**src/rtl/core/salc_ram.sv**
```systemverilog
`timescale 1ns / 1ps
// ----------------------------------------------------------------------------
// salc_ram: generic simple dual-port RAM
// One write and one read per cycle, read data registered.
// ----------------------------------------------------------------------------
module salc_ram #(
  parameter int WIDTH = 8,
  parameter int DEPTH = 16
) (
  input  logic                     clk,
  input  logic                     we,
  input  logic [$clog2(DEPTH)-1:0] waddr,
  input  logic [WIDTH-1:0]         wdata,
  input  logic [$clog2(DEPTH)-1:0] raddr,
  output logic [WIDTH-1:0]         rdata
);

  logic [WIDTH-1:0] mem [DEPTH];

  always_ff @(posedge clk) begin
    if (we) begin
      mem[waddr] <= wdata;
    end
    rdata <= mem[raddr];
  end

endmodule

```
**config.mk**
```make
export PLATFORM = sky130hd
export DESIGN_NAME = salc_ram
export DESIGN_NICKNAME = d
export VERILOG_FILES = /design/src/rtl/core/salc_ram.sv
export SDC_FILE = /design/constraint.sdc
export NUM_CORES = 1
export LEC_CHECK = 0
export BUFFER_PORTS_ARGS = -buffer_cell sky130_fd_sc_hd__buf_2
export CORE_MARGIN = 3
export CORE_UTILIZATION = 50
export DETAILED_ROUTE_END_ITERATION = 8
export GPL_ROUTABILITY_DRIVEN = 0
export PLACE_DENSITY_LB_ADDON = 0.1
export SLEW_MARGIN = 5
export SYNTH_ARGS = -nofsm -noshare
export SYNTH_HDL_FRONTEND = slang
export SYNTH_SLANG_ARGS = --single-unit
```
**constraint.sdc**
```tcl
create_clock -name clk -period 5.8 [get_ports clk]
set_clock_uncertainty 0.2 [all_clocks]
set_input_delay 0.58 -clock clk [delete_from_list [all_inputs] [get_ports clk]]
set_output_delay 0.58 -clock clk [all_outputs]
set_load 0.02 [all_outputs]
```
After elaboration in Yosys (flattened, before gate mapping)
Memory sizes are Yosys's and may differ from the RTL's. A register that Yosys moved wholly into a read port is not among the register bits.
Cells that the tools add are included.
{ "classes": {"mux": 2} }
{ "op_table": {"columns": ["op", "n"], "rows": [
  ["1-bit 2-to-1 mux", 2]
]} }
{ "word_totals": {"regBits": 0, "ramBits": 128, "in_bits": 18, "out_inout_bits": 8, "wordCells": 3, "mem_count": 1} }
{ "memory_table": {"columns": ["name", "words", "word_bits", "rd", "rd_ports_with_merged_regs", "write_ports", "line", "source"], "rows": [
  ["mem", 16, 8, 1, 1, 1, "18", "logic [WIDTH-1:0] mem [DEPTH];"]
]} }

Longest topological paths before layout
{ "depth": {"ltp_word": 2, "mapped_depth": 5, "depth_no_buf": 3} }

Least setup slack after synthesis
OpenSTA, ideal clock, no wires.
{ "synth_path": {"kind": "in2reg", "startpoint": "in waddr[2]", "endpoint": "mem mem[0][0] (enable)", "setup_ps": 383, "arrival_ps": 1690, "required_ps": 5217, "setup_slack_ps": 3527, "path_stages": 2, "path_buffers": 0, "cell_sequence": "or3b_2 > nor3_1"} }
{ "synth_rtl": {"columns": ["item", "line", "source"], "rows": [
  ["from (decl)", "12", "input logic [$clog2(DEPTH)-1:0] waddr,"],
  ["to (decl)", "18", null]
]} }
No word-level cell before the write port.

==> results_dict.tcl <==
set metrics [dict create \
    cp-start-kind "primary input" \
    rows 36 \
    syn_to_final_growth_pct 15.3 \
    tightestPinTransition_ps 1030 \
    io_buffer_count 25 \
    synth_mux_area_frac 0.150 \
    vdd_drop_max_uv 239 \
    vias 2331 \
    worst_skew_pair.late_latency_ps 500 \
    p_per_area_nw_per_um2 368 \
    grt_setup_unrepaired "false" \
    grt_pass1_wl_mm 15.0 \
    wl_per_cell_um 23.0 \
    finalWirelength_mm 9.47 \
    critPathMaxFanout 32 \
    synthXorXnorAreaFrac 0 \
    rrSetupSlack_ps 4210 \
    synth_top_family_by_area "multiplexers" \
    die_area_um2 11500 \
    layout.nets 284 \
    preCtsSetupSlack_ps 3060 \
    layout_setup_ws_ps 3790 \
    synth_nets 247 \
    grt_overflow 0 \
    r2r-start "mem[1][1]" \
    reg2reg_depth 3 \
    diodes 0 \
    relSlewSlack 0.308 \
    power.total_uw 2190 \
    cts_tree "done" \
    synth.most_common_cell "edfxtp_1" \
    cts_buffer_depth 2 \
    holdPathStages 1 \
    grt_pass1_vias 2457 \
    cts_setup_buffers 0 \
    drv_cap 0 \
    nFillCells 735 \
    core_area_um2 9910 \
    seq_area_frac_synth 0.778 \
    synth_common_cells "edfxtp_1 (128), mux4_2 (18), a22oi_1 (16), mux4_1 (14), nor2_1 (13)" \
    ys_warn_count 0 \
    ctsResizeCount 0 \
    netlist_top_cells_area "edfxtp_1 (75%), mux4_2 (7.9%), mux4_1 (7.1%), dfxtp_1 (3.1%), a22oi_1 (2.3%)" \
    firstDrtPassIters 4 \
    antenna_found_initial 0 \
    finalCriticalPeriod_ps 2010 \
    finalSetupTns_ps 0 \
    synthesis.area_um2 5150 \
    via_per_inst 5.66 \
    max_freq_mhz 497 \
    yosys.area_share.simple 0.0318 \
    hold_buffers 0 \
    path_clk_slew_ps 60 \
    clock-root-buffer "clkbuf_8" \
    synthDistinctLibCells 19 \
    synth_top_area_frac 0.747 \
    synth_edf_count 128 \
    synth_fa_ha_area_frac 0 \
    outcome "finished, final reports clean" \
    fin_crit_sh 0.347 \
    grt_max_degree 33 \
    seq_power_share 0.506 \
    p_switching_uw 444 \
    drive_gt1_frac 0.280 \
    p_int_uw 1740 \
    start_util 0.519 \
    htreeDepth 4 \
    synthArstFlopShare 0 \
    p_comb_frac 0.047 \
    dpl.hpwl_mm 5.67 \
    synth_largest_area_cell "edfxtp_1" \
    reg2reg_to "rdata[1]" \
    crit_path_end_kind "register" \
    crit_type "primary input to register" \
    cts_inserted_buffers 17 \
    power_frac_clock 0.448 \
    finalMaxSlewViolations 0 \
    total_leakage_power_uw 0.00197 \
    die_w_um 107 \
    die_h_um 107 \
    ys_seq_elements 136 \
    setup_viol 0 \
    avgSynthCellArea_um2 22.5 \
    synth_compound_area_frac 0.0233 \
    worstPathRequired_ps 5980 \
    io_pins 26 \
    min_from "wdata[0]" \
    synthFlopType "edfxtp_1" \
    drtIter0Drc 158 \
    cts.sinks 136 \
    p_sw_frac 0.203 \
    drc 0 \
    grt_use_total 0.186 \
    holdCritPathClass "primary input to register" \
    cp.arrival_ps 2200 \
    drt.antenna.violating_nets 0 \
    hold_end "mem[14][0]" \
    synthCells 229 \
    hold_viol 0 \
]
## worst max-delay path by stage
stage | startpoint | end | slack [ps] | depth (start not counted)
after floorplan | waddr[2] | mem[0][0] | 3530 | 2
after global placement | waddr[2] | mem[0][7] | 3150 | 3
after detailed placement | waddr[2] | mem[0][7] | 3060 | 3
after CTS | waddr[2] | mem[0][2] | 3590 | 3
after global routing | raddr[0] | rdata[1] | 3690 | 5
final | raddr[0] | rdata[1] | 3790 | 5
## cells by family after synthesis
kind of cell           after synthesis
AOI/OAI and AO/OA                   16
buffers and inverters               10
DFF                                136
muxes                               32
and+or+nand+nor                     35
## power by group through the flow
stage / combinational [uW] / sequential (uW) / clock, uW
after detailed placement: 104 / 1130 / 0
after CTS: 104 / 1110 / 992
after global routing: 112 / 1110 / 1050
final: 102 / 1110 / 979
after global placement: 102 / 1130 / 0
after floorplan: 55.8 / 1130 / 0
## routing by layer
metal  vias up  routed length [um]  global-route usage
met3         5                 312              0.0510
met1      1223                4440               0.275
met4         0                  76              0.0541
met2        55                4650               0.277
met5         -                   0                   0
li1       1048                   -                   -
## state kept, by name, indices dropped and copies added, names as in the netlist
name	flops
mem	128
rdata	8
## area by class of cell
type	instances	area [um2]	share of cell area
flip-flops and latches	136	4000	0.674
multi-input cells	83	1070	0.180
clock buffers	18	418	0.0704
well taps	133	166	0.0280
repair buffers	28	148	0.0249
clock inverters	14	134	0.0226
## critical path, stage by stage
cell and delay (ps):
buf_2 80, buf_4 490, mux4_1 640, a22oi_1 300
nand2_1 100
## placed cells by master (no fill, tap or decap)
cell          n
a22oi_1      16
and2_1        1
and2b_1       1
buf_2        25
buf_4         3
bufinv_16     2
clkbuf_1      1
clkbuf_16    16
clkbuf_8      1
clkinv_1      2
clkinv_2      4
clkinv_4      1
clkinvlp_4    5
dfxtp_1       8
edfxtp_1    128
mux4_1       14
mux4_2       18
nand2_1       9
nand2b_1      2
nand3_1       1
nand3b_1      2
nor2_1       13
nor2b_1       1
nor3_1        2
nor3_2        2
or3b_2        1
## per-stage QoR
step	util	hold WS [ps]	cells	cell area (um2)
finish	0.599	252	412	5940
global route	0.599	244	412	5940
CTS	0.599	242	412	5930
detailed placement	0.543	457	380	5380
global placement	0.543	450	380	5380
floorplan	-	429	229	5150
Note: power is estimated with default switching activity, not from simulation.
